--- src/som_pkg.sv ---
// ----------------------------------------------------------------------------
// SOM package
// Request and response payload types and schedule constants for the map trainer.
// ----------------------------------------------------------------------------
package som_pkg;

   localparam logic [1:0] CMD_PATTERN = 2'd0;
   localparam logic [1:0] CMD_EPOCH   = 2'd1;
   localparam logic [1:0] CMD_WRITE   = 2'd2;
   localparam logic [1:0] CMD_READ    = 2'd3;

   localparam logic [1:0] KIND_WINNER = 2'd0;
   localparam logic [1:0] KIND_EPOCH  = 2'd1;
   localparam logic [1:0] KIND_WEIGHT = 2'd2;

   localparam logic [2:0] CSR_NEURON_COUNT = 3'd0;
   localparam logic [2:0] CSR_INPUT_DIM    = 3'd1;
   localparam logic [2:0] CSR_START_RADIUS = 3'd2;
   localparam logic [2:0] CSR_GLOBAL       = 3'd3;
   localparam logic [2:0] CSR_TRANSITION   = 3'd4;
   localparam logic [2:0] CSR_RADIUS_STEP  = 3'd5;
   localparam logic [2:0] CSR_ETA_STEP     = 3'd6;

   localparam logic [15:0] ETA_HIGH  = 16'd58982;
   localparam logic [15:0] ETA_LOW   = 16'd6554;
   localparam logic [16:0] FINE_MAX  = 17'h1FFFF;
   localparam logic [16:0] EPOCH_MAX = 17'h1FFFF;
   localparam logic [36:0] DIST_MAX  = {37{1'b1}};

   typedef struct packed {
      logic [1:0]         command;
      logic signed [15:0] value;
      logic [5:0]         neuron;
      logic [3:0]         component;
   } req_type;

   typedef struct packed {
      logic [1:0]         result_kind;
      logic [5:0]         winner;
      logic [36:0]        min_distance_sq;
      logic signed [15:0] weight_value;
      logic [7:0]         radius_now;
      logic [15:0]        eta_now;
   } rsp_type;

endpackage

--- src/som_sched.sv ---
// ----------------------------------------------------------------------------
// SOM epoch schedule
// Holds the epoch counter, radius and learning rate and advances them on request.
// ----------------------------------------------------------------------------
module som_sched
   import som_pkg::*;
(
   input  logic               clock,
   input  logic               reset,
   input  logic               advance,
   input  logic [5:0]         start_radius,
   input  logic [15:0]        global_epochs,
   input  logic [15:0]        transition_epochs,
   input  logic signed [15:0] radius_step,
   input  logic [15:0]        eta_step,
   output logic [7:0]         radius_current,
   output logic [15:0]        eta_current
);

   logic [16:0] epoch_ff, epoch_in;
   logic [16:0] fine_ff, fine_in;
   logic [7:0]  radius_ff, radius_in;
   logic [15:0] eta_ff, eta_in;

   logic [16:0]        fine_base;
   logic [15:0]        eta_base;
   logic signed [18:0] fine_next;
   logic [17:0]        t_end;
   logic [9:0]         rounded;

   always_comb begin
      epoch_in  = epoch_ff;
      fine_in   = fine_ff;
      radius_in = radius_ff;
      eta_in    = eta_ff;
      fine_base = (epoch_ff == '0) ? {3'd0, start_radius, 8'd0} : fine_ff;
      eta_base  = (epoch_ff == '0) ? ETA_HIGH : eta_ff;
      t_end     = {2'd0, global_epochs} + {2'd0, transition_epochs};
      fine_next = $signed({2'b00, fine_base}) - 19'(radius_step);
      rounded   = '0;
      if (advance) begin
         fine_in = fine_base;
         eta_in  = eta_base;
         if (epoch_ff < {1'b0, global_epochs}) begin
            radius_in = {2'd0, start_radius};
            eta_in    = ETA_HIGH;
         end else if ({1'b0, epoch_ff} < t_end) begin
            if (fine_next < 0) begin
               fine_in = '0;
            end else if (fine_next > $signed({2'b00, FINE_MAX})) begin
               fine_in = FINE_MAX;
            end else begin
               fine_in = fine_next[16:0];
            end
            rounded   = 10'(({1'b0, fine_in} + 18'd128) >> 8);
            radius_in = (rounded > 10'd255) ? 8'd255 : rounded[7:0];
            eta_in    = (eta_base > eta_step) ? eta_base - eta_step : 16'd0;
         end else begin
            radius_in = '0;
            eta_in    = ETA_LOW;
         end
         if (epoch_ff != EPOCH_MAX) begin
            epoch_in = epoch_ff + 17'd1;
         end
      end
   end

   always_ff @(posedge clock) begin
      if (reset) begin
         epoch_ff  <= '0;
         fine_ff   <= '0;
         radius_ff <= '0;
         eta_ff    <= '0;
      end else begin
         epoch_ff  <= epoch_in;
         fine_ff   <= fine_in;
         radius_ff <= radius_in;
         eta_ff    <= eta_in;
      end
   end

   assign radius_current = radius_ff;
   assign eta_current    = eta_ff;

endmodule
--- config.mk ---
export PLATFORM = sky130hd
export DESIGN_NAME = som_sched
export DESIGN_NICKNAME = d
export VERILOG_FILES = /design/src/som_pkg.sv /design/src/som_sched.sv
export SDC_FILE = /design/constraint.sdc
export NUM_CORES = 1
export LEC_CHECK = 0
export BUFFER_PORTS_ARGS = -buffer_cell sky130_fd_sc_hd__buf_4
export CAP_MARGIN = 30
export CORE_UTILIZATION = 60
export DETAILED_ROUTE_END_ITERATION = 16
export PLACE_DENSITY = 0.92
export SKIP_LAST_GASP = 1
export SLEW_MARGIN = 20
export SYNTH_ARGS = -nofsm -noshare
export SYNTH_HDL_FRONTEND = slang
export SYNTH_SLANG_ARGS = --single-unit
--- constraint.sdc ---
create_clock -name clock -period 14.68 [get_ports clock]
set_input_delay 2.936 -clock clock [delete_from_list [all_inputs] [get_ports clock]]
set_output_delay 2.936 -clock clock [all_outputs]
set_load 0.01 [all_outputs]
==> impl_metrics.yaml, run 1 <==
clock_network:
  path_clk_slew_ns: 0.07
  postCtsSetupBuffers: 0
  clock-sinks: 58
  cts_hold_buf: 0
  clk_latency_ns: 0.35
  cts_tree: "built"
  cts_buffers: 9
  clock_path_buffers: 2
  cts_max_level: 3
  cts-root-buf: "clkbuf_8"
  cts_resized: 0
power:
  comb_power_share_pct: 39.0
  peakVddDrop_mv: 0.0534
  power.internal_w: 0.000367
  p_leak_nw: 3.62
  p_sw_share_pct: 34.8
  clockPowerShare_pct: 31.5
  power_w: 0.000563
  seqPwrFrac_pct: 29.5
  p_per_area_mw_per_mm2: 74.9
  p_sw_w: 0.000196
yosys:
  synth_top_area_cell: "dfxtp_1"
  ys_ff_latch: 58
  ys_top_cells_by_count: "ha_1, inv_1, a21oi_1"
  synth_cell_types: 80
  synth_top_area_share_pct: 17.9
  synth-async-reset-ratio_pct: 0
  synth_edf_count: 0
  yosysMostFrequentCell: "ha_1"
  ys_seq_area_share_pct: 17.9
  ys.flop_type: "dfxtp_1"
  yosysWarnings: 0
  synthesis.instances: 825
  avgSynthCellArea_um2: 7.86
  synth_fp_nets: 988
  synthesis.area_mm2: 0.00648
  synthTopCellsByArea: "dfxtp_1, ha_1, a21oi_1, inv_1, nor2_1"
setup_path:
  critical_path_class: "primary input to flip-flop"
  critPathLaunchType: "primary input"
  arrival_ns: 7.71
  cp_max_fo: 16
  required_ns: 14.96
  end_kind: "flip-flop"
timing:
  timing.final.max_slew_violations: 0
  tightest_slew_ns: 0.884
  rsz0062_at_grt: "false"
  tns_ns: 0
  fin_crit_sh_pct: 50.6
  finClkSkew_ns: 0.00856
  setup_viol: 0
  slew_headroom_pct: 40.9
  period_minus_slack_ns: 7.43
  hold_viol: 0
  max_freq_mhz: 135
die:
  die_w_um: 106
  initial_core_util_pct: 62.2
  die_h_um: 106
  rows: 37
  ioPinCount: 97
  core_area_mm2: 0.0104
  dieArea_mm2: 0.0112
grt:
  antenna_found_initial: 0
  grt_pass1_wl_mm: 27.8
  grt_usage_pct: 30.2
  grt-ovfl-total: 0
  grt_pass1_vias: 6129
  grt_start_max_net_pins: 57
status:
  outcome: "finished, final reports clean"
cells_and_area:
  multi_input_area_mm2: 0.00492
  drive_gt1_share_pct: 16.6
  finalInstanceArea_mm2: 0.00751
  syn_to_final_growth_pct: 15.8
  antennaDiodeCount: 0
  fin_nets: 1070
  seq_area_mm2: 0.00116
  n_fill_cell: 800
placement:
  dpl-instance-area_mm2: 0.00727
  gp_congestion: 0.921
  dp_hpwl_mm: 12.5
  portBuffers: 96
routing:
  ant_nets: 0
  vias: 6520
  drt_iter0_drc: 450
  vias_per_cell: 6.22
  drc: 0
  dr.pass1.iters: 5
  wire_per_inst_um: 15.8
  totalWireLength_mm: 16.6
worst_hold_path:
  hold_path.class: "flip-flop to flip-flop"
job:
  max-cap-violations: 0
==> cell type report <==
cell class | instances | area share, %
Tap cell | 136 | 2.27
Clock buffer | 12 | 2.20
Inverter | 72 | 3.60
Timing Repair Buffer | 99 | 9.90
Sequential cell | 58 | 15.5
Multi-Input combinational cell | 667 | 65.6
Clock inverter | 4 | 0.967
==> power groups by stage <==
| stage | clock network [W] | registers, W | logic, W |
|---|---|---|---|
| floorplan | 0 | 0.000170 | 0.000157 |
| global placement | 0 | 0.000169 | 0.000208 |
| detailed placement | 0 | 0.000169 | 0.000214 |
| CTS | 0.000177 | 0.000166 | 0.000217 |
| global route | 0.000183 | 0.000166 | 0.000242 |
| finish | 0.000177 | 0.000166 | 0.000220 |
==> through the flow <==
stage	util, %	setup WS (ns)	hold slack, ns	cells
2_1_floorplan	-	7.67	0.427	825
3_3_place_gp	69.8	7.17	0.435	1032
3_5_place_dp	69.8	6.91	0.443	1032
4_1_cts	72.1	7.25	0.452	1048
5_1_grt	72.1	6.84	0.466	1048
6_report	72.1	7.25	0.452	1048
==> cell families after synthesis <==
logic type	Yosys count	share of synthesized area, %
and+or+nand+nor	260	20.8
DFF	58	17.9
muxes	17	2.76
AOI/OAI and AO/OA	254	28.5
xor gates and xnor gates	46	6.22
buffers and inverters	100	6.14
adders and majority gates	90	17.7
==> worst max-delay path: stages <==
cell	delay, ns
buf_4	0.11
ha_1	0.21
fa_1	0.41
a21o_1	0.18
a21oi_1	0.21
o21bai_1	0.09
a21oi_1	0.21
nor2b_1	0.07
o21a_1	0.19
o31ai_1	0.28
a21oi_1	0.17
a31o_2	0.30
xnor2_1	0.19
ha_1	0.29
a2111oi_0	0.41
a31oi_1	0.14
buf_4	0.21
nor2_2	0.39
and3_1	0.38
o21ai_0	0.16
a21oi_1	0.16
==> path summary, 6_finish.rpt <==
path	from	end	slack [ns]	cells after the start
setup / recovery	global_epochs[0]	fine_ff[5]	7.25	21
hold / removal	fine_ff[1]	fine_ff[1]	0.45	2
hold reg to reg	fine_ff[1]	fine_ff[1]	0.45	2
setup reg to reg	epoch_ff[0]	radius_current[6]	9.50	19
==> per-layer routing <==
metal	part of all wire (%)	wire, um	track usage, %
met5	0	0	0
met3	6.7	1120	5.58
met1	43	7040	38.1
met2	47	7840	50.9
met4	3.4	566	11.7
==> state kept, by name (all words and copies together) (netlist names) <==
signal	count
radius_current	8
eta_current	16
epoch_ff	17
fine_ff	17
==> cells in the final DEF, fill, tap and decap left out, types with 8 or more instances in the layout <==
cell type	count
nor2b_1	14
a21oi_1	69
dfxtp_1	58
nand4_1	15
nor3_1	22
clkbuf_8	12
xor2_1	20
nor2_1	63
nand3_1	16
and2_1	19
a21o_1	20
and3_1	10
ha_1	87
nand2b_1	19
o21bai_1	10
o21a_1	14
nand2_1	46
or3_1	11
a31oi_1	8
buf_4	99
xnor2_1	26
inv_1	71
mux2i_1	10
o21ai_0	43
No activity file was read; power rests on OpenSTA's default activity.
==> inputs of run 2 (changes only) <==
ABC_AREA = 1   (was default)
clock period = 6.9 ns   (was 14.68 ns; I/O delays follow)
==> run 2 against run 1 <==
Against the previous run:
- die area is 5.4% higher
- first-iteration DRC count rose by 58%
- power rose to 2.5 times the previous value
- via count increased by 16%
- register-to-register slack lost 8.1 ns
- clock skew is essentially flat
- sequential power is 120% higher
- critical path depth is 7 higher
- cell area grew 6.1%
- critical endpoint is now radius_current[7]
- critical path type is now flip-flop to flip-flop
- synthesized area grew 5.5%
- clock power rose to 2.6 times the previous value
- wire length grew 10%
==> impl_metrics.yaml, run 2 <==
setup_path:
  arrival_ns: 5.74
  critPathLaunchType: "flip-flop"
  required_ns: 7.17
  cp_slowest_cell: "clkinv_1"
  cp_max_fo: 26
  critical_path_class: "flip-flop to flip-flop"
  max_stage_delay_ns: 0.85
  end_kind: "flip-flop"
  crit_top_cell: "nand2_1"
routing:
  vias: 7593
  ant_nets: 0
  vias_per_cell: 5.66
  drt_iter0_drc: 712
  dr.pass1.iters: 6
  totalWireLength_mm: 18.3
  wire_per_inst_um: 13.6
  drc: 0
power:
  p_leak_nw: 4.15
  p_per_area_mw_per_mm2: 177
  peakVddDrop_mv: 0.151
  clockPowerShare_pct: 32.7
  seqPwrFrac_pct: 25.9
  p_sw_share_pct: 37.6
  p_sw_w: 0.000531
  power.internal_w: 0.000881
  comb_power_share_pct: 41.5
yosys:
  yosysMostFrequentCell: "nand2_1"
  synthesis.area_mm2: 0.00684
  synthesis.instances: 1109
  synth_edf_count: 0
  synthTopCellsByArea: "dfxtp_1, ha_1, nand2_1, inv_1, a21oi_1"
  synth_top_family_by_area: "simple AND/OR/NAND/NOR gates"
  synth_xor_area_share_pct: 3.71
  ys_top_cells_by_count: "nand2_1, inv_1, a21oi_1"
  synth_fp_nets: 1272
  synth_top_area_cell: "dfxtp_1"
  yosysWarnings: 0
  synth_cell_types: 45
  synth_top_area_share_pct: 17.0
  synth_mux_area_share_pct: 0
  ys.flop_type: "dfxtp_1"
  synthAdderAreaFrac_pct: 16.8
  ys_seq_area_share_pct: 17.0
  avgSynthCellArea_um2: 6.17
  synth-async-reset-ratio_pct: 0
  synth_compound_area_share_pct: 18.6
  ys_ff_latch: 58
  synth-simple-area-share_pct: 31.0
placement:
  gp_congestion: 0.982
  dpl-instance-area_mm2: 0.00766
  portBuffers: 96
  dp_hpwl_mm: 13.8
grt:
  grt-ovfl-total: 0
  grt_usage_pct: 31.4
  grt_pass1_vias: 6793
  busiest_layer: "met2"
  grt_util_met1_pct: 39.7
  antenna_found_initial: 0
  grt_pass1_wl_mm: 29.9
  met3_usage_pct: 3.65
  grt_start_max_net_pins: 47
  use_met2_pct: 53.8
worst_hold_path:
  hold_path.class: "flip-flop to flip-flop"
cells_and_area:
  post-route-util_pct: 72.5
  fin_nets: 1360
  drive_gt1_share_pct: 14.0
  layout_common_cells: "nand2_1, inv_1, a21oi_1"
  syn_to_final_growth_pct: 16.4
  finalInstanceArea_mm2: 0.00796
  antennaDiodeCount: 0
  final_common_cell: "nand2_1"
status:
  outcome: "finished, final reports clean"
timing:
  fin_crit_sh_pct: 79.3
  rsz0062_at_grt: "false"
  timing.final.max_slew_violations: 0
  tightest_slew_ns: 0.869
  tns_ns: 0
  period_minus_slack_ns: 5.47
  slew_headroom_pct: 41.7
  hold_viol: 0
  max_freq_mhz: 183
  finClkSkew_ns: 0.00832
  setup_viol: 0
clock_network:
  clock_path_buffers: 2
  cts_tree: "built"
  cts_buffers: 9
  postCtsSetupBuffers: 0
  cts_max_level: 3
  clk_latency_ns: 0.33
  clock-sinks: 58
  path_clk_slew_ns: 0.05
  cts_hold_buf: 0
  cts_resized: 0
  cts-root-buf: "clkbuf_16"
die:
  initial_core_util_pct: 62.3
  dieArea_mm2: 0.0118
  die_h_um: 109
  core_area_mm2: 0.0110
  ioPinCount: 97
  die_w_um: 109
  rows: 38
job:
  max-cap-violations: 0
-- run 2: cell types whose count changed after synthesis, sizes merged, moves of 21 or more --
cell	delta
nand2	+220
inv	+131
a21oi	+40
nand3	+40
o21ai	+38
nor2	+21
-- run 2: area by class of cell --
cell class / count / area (um^2)
flip-flops and latches: 58 / 1160
clock inverters: 2 / 35.0
inverters: 205 / 769
multi-input cells: 825 / 4800
clock buffers: 13 / 270
well taps: 140 / 175
fillers: 902 / 3020
repair buffers: 98 / 756
-- run 2: routing by layer --
layer  share of wire [%]  wire length [um]
met5                   0                 0
met4                 3.5               634
met3                 6.5              1180
met2                  47              8510
met1                  43              7940
-- run 2: critical path, delay by kind of cell (launching register included) --
kind,cells,cell delay (ns)
simple gates,18,2.46
buf+inv,5,1.34
fa+ha+maj,3,0.96
flops,1,0.33
compound gates,2,0.31
-- run 2: per-stage QoR --
step | total power, W | cells | hold slack, ns | worst slack [ns]
floorplan | 0.000792 | 1109 | 0.443 | 2.04
global placement | 0.000926 | 1325 | 0.453 | 1.42
detailed placement | 0.000940 | 1326 | 0.461 | 1.25
CTS | 0.00140 | 1341 | 0.473 | 1.52
global route | 0.00150 | 1341 | 0.489 | 0.970
finish | 0.00141 | 1341 | 0.469 | 1.43
-- run 2: kinds of logic after synthesis --
group                    after synthesis
buffers and inverters                226
flip-flops                            58
XOR/XNOR                              29
adder cells (fa/ha/maj)               90
AND/OR/NAND/NOR                      478
AO/OA/AOI/OAI                        228
-- run 2: worst paths after layout --
path	endpoint	cells after the start	slack (ns)	startpoint
worst min register to register	fine_ff[14]	2	0.47	fine_ff[14]
worst max register to register	radius_current[7]	28	1.43	epoch_ff[0]
worst max-delay path	radius_current[7]	28	1.43	epoch_ff[0]
worst min-delay path	fine_ff[14]	2	0.47	fine_ff[14]
-- run 2: power groups by stage --
| stage | registers [W] | clock network [W] | logic [W] |
|---|---|---|---|
| finish | 0.000365 | 0.000462 | 0.000586 |
| global route | 0.000367 | 0.000479 | 0.000657 |
| CTS | 0.000365 | 0.000462 | 0.000577 |
| detailed placement | 0.000371 | 0 | 0.000569 |
| global placement | 0.000371 | 0 | 0.000555 |
| floorplan | 0.000373 | 0 | 0.000419 |
==> inputs of run 3 (changes only) <==
ABC_AREA = 0   (was 1)
CORE_UTILIZATION = 53   (was 60)
PLACE_DENSITY = 0.87   (was 0.92)
clock period = 4.6 ns   (was 6.9 ns; I/O delays follow)
==> run 3 against run 2 <==
Against the previous run:
- the run now ends with negative setup slack left
- highest routed layer unchanged
- power is 44% higher
- via count fell by 11%
- wire length decreased by 3.5%
- global-route usage decreased by 4.1 points
- die area increased by 7.1%
- setup slack lost 1.5 ns
- clock power increased by 49%
- sequential cell count did not move
- hold slack worse by 0.013 ns
- count of clock-buffer cells in the layout fell by 3
- core utilization decreased by 2.7 points
==> impl_metrics.yaml, run 3 (synthesized netlist as in run 1, its figures left out) <==
status:
  outcome: "finished with violations"
  violations: "negative setup slack"
die:
  core_area_mm2: 0.0120
  dieArea_mm2: 0.0127
  die_w_um: 113
  die_h_um: 113
  ioPinCount: 97
  rows: 40
  initial_core_util_pct: 54.2
power:
  peakVddDrop_mv: 0.205
  p_leak_nw: 3.96
  power_w: 0.00203
  p_per_area_mw_per_mm2: 243
timing:
  max_freq_mhz: 213
  fin_ws_ns: -0.0955
  fin_crit_sh_pct: 102
  timing.final.max_slew_violations: 0
  tightest_slew_ns: 0.652
  hold_viol: 0
  setup_viol: 8
  rsz0062_at_grt: "true"
  holdWs_ns: 0.456
  period_minus_slack_ns: 4.70
  finClkSkew_ns: 0.00963
  slew_headroom_pct: 56.5
clock_network:
  cts_tree: "built"
  path_clk_slew_ns: 0.06
  cts_buffers: 9
  clk_latency_ns: 0.34
  clock_path_buffers: 2
  clock-sinks: 58
  cts-root-buf: "clkbuf_16"
  cts_max_level: 3
grt:
  grt_pass1_wl_mm: 28.4
  grt_pass1_vias: 6368
  grt-ovfl-total: 0
  grt_start_max_net_pins: 57
  grt_usage_pct: 27.3
  antenna_found_initial: 0
routing:
  dr.pass1.iters: 5
  drt_iter0_drc: 414
  wire_per_inst_um: 15.8
  vias: 6752
  drc: 0
  ant_nets: 0
  totalWireLength_mm: 17.6
  vias_per_cell: 6.06
setup_path:
  critPathLaunchType: "primary input"
  reg2reg_depth: 19
  cp_max_fo: 5
  end_kind: "flip-flop"
  critical_path_class: "primary input to flip-flop"
  arrival_ns: 4.89
  required_ns: 4.79
cells_and_area:
  n_fill_cell: 893
  post-route-util_pct: 69.8
  syn_to_final_growth_pct: 28.8
  fin_nets: 1125
  layout_common_cells: "buf_4, ha_1, inv_1"
  seq_area_mm2: 0.00116
  final_cell_count_no_fill: 1114
  multi_input_area_mm2: 0.00521
  antennaDiodeCount: 0
  drive_gt1_share_pct: 26.5
  final_common_cell: "buf_4"
placement:
  portBuffers: 96
  gp_congestion: 0.922
  dp_hpwl_mm: 12.6
  place_inst: 1080
worst_hold_path:
  hold_path.class: "flip-flop to flip-flop"
  hold_path_depth: 2
job:
  max-cap-violations: 0
==> run 3: cell count changes in the layout (fill, tap and decap cells not counted), moves of 13 or more <==
cell      change
a21o_1       +19
a21oi_1      -39
and2_1       +19
buf_4        +48
inv_1       -127
nand2_1     -217
nand2b_1     +19
nand3_1      -35
nor2_1       -15
nor2b_1      +14
o21a_1       +13
o21ai_0      -49
xnor2_1      +16
==> run 3: layout make-up <==
cell class	count	area share, %
clock buffer	10	2.86
sequential	58	13.9
clock inverter	6	0.794
tap	147	2.20
timing repair buffer	154	14.6
inverter	72	3.24
multi-input combinational	667	62.4
==> run 3: path summary, 6_finish.rpt <==
kind / from / to / slack, ns
setup / recovery: global_epochs[0] / fine_ff[8] / -0.1
hold reg to reg: fine_ff[4] / fine_ff[4] / 0.46
setup reg to reg: epoch_ff[1] / radius_current[7] / 0.17
hold / removal: fine_ff[4] / fine_ff[4] / 0.46
==> run 3: worst max-delay path, cell delays in order <==
cell and delay [ns]:
buf_8 0.10, ha_4 0.15, fa_2 0.34, a21o_1 0.17
a21oi_2 0.16, o21bai_1 0.11, a21oi_2 0.15, nor2b_1 0.06
o21a_1 0.20, o31ai_4 0.25, a21oi_2 0.10, buf_4 0.14
xnor2_1 0.16, ha_1 0.27, nand4_1 0.12, nor2_1 0.06
o311ai_2 0.38, a31oi_4 0.16, buf_12 0.17, nor2_4 0.15
mux2_4 0.31, mux2i_1 0.17, nor2_1 0.08
==> run 3: routing by layer <==
metal | track usage (%) | wire length [um]
met4 | 12.3 | 737
met5 | 0 | 0
met2 | 50.2 | 8720
met3 | 3.67 | 1060
met1 | 31.2 | 7110
==> run 3: what timing repair did <==
item / in CTS / in global routing
setup endpoints to repair: 37 / 41
endpoints found under the hold margin: 0 / 0
gates resized for setup: 22 / 49
setup buffers: 12 / 6
pin swaps: 23 / 38
hold buffers: 0 / 0
==> run 3: per-stage QoR <==
stage               worst slack (ns)  setup TNS [ns]  area [um^2]
finish                       -0.0955          -0.260         8350
floorplan                    -0.0986          -0.566         6570
global route                  -0.301           -6.67         8350
CTS                          -0.0995           -1.19         8120
global placement              -0.412          -12.96         7660
detailed placement            -0.571          -18.19         7660
==> run 3: power breakdown <==
part,total (W),switching [W],internal (W)
Sequential,0.000529,0.0000106,0.000518
Combinational,0.000808,0.000438,0.000371
Clock,0.000690,0.000257,0.000433
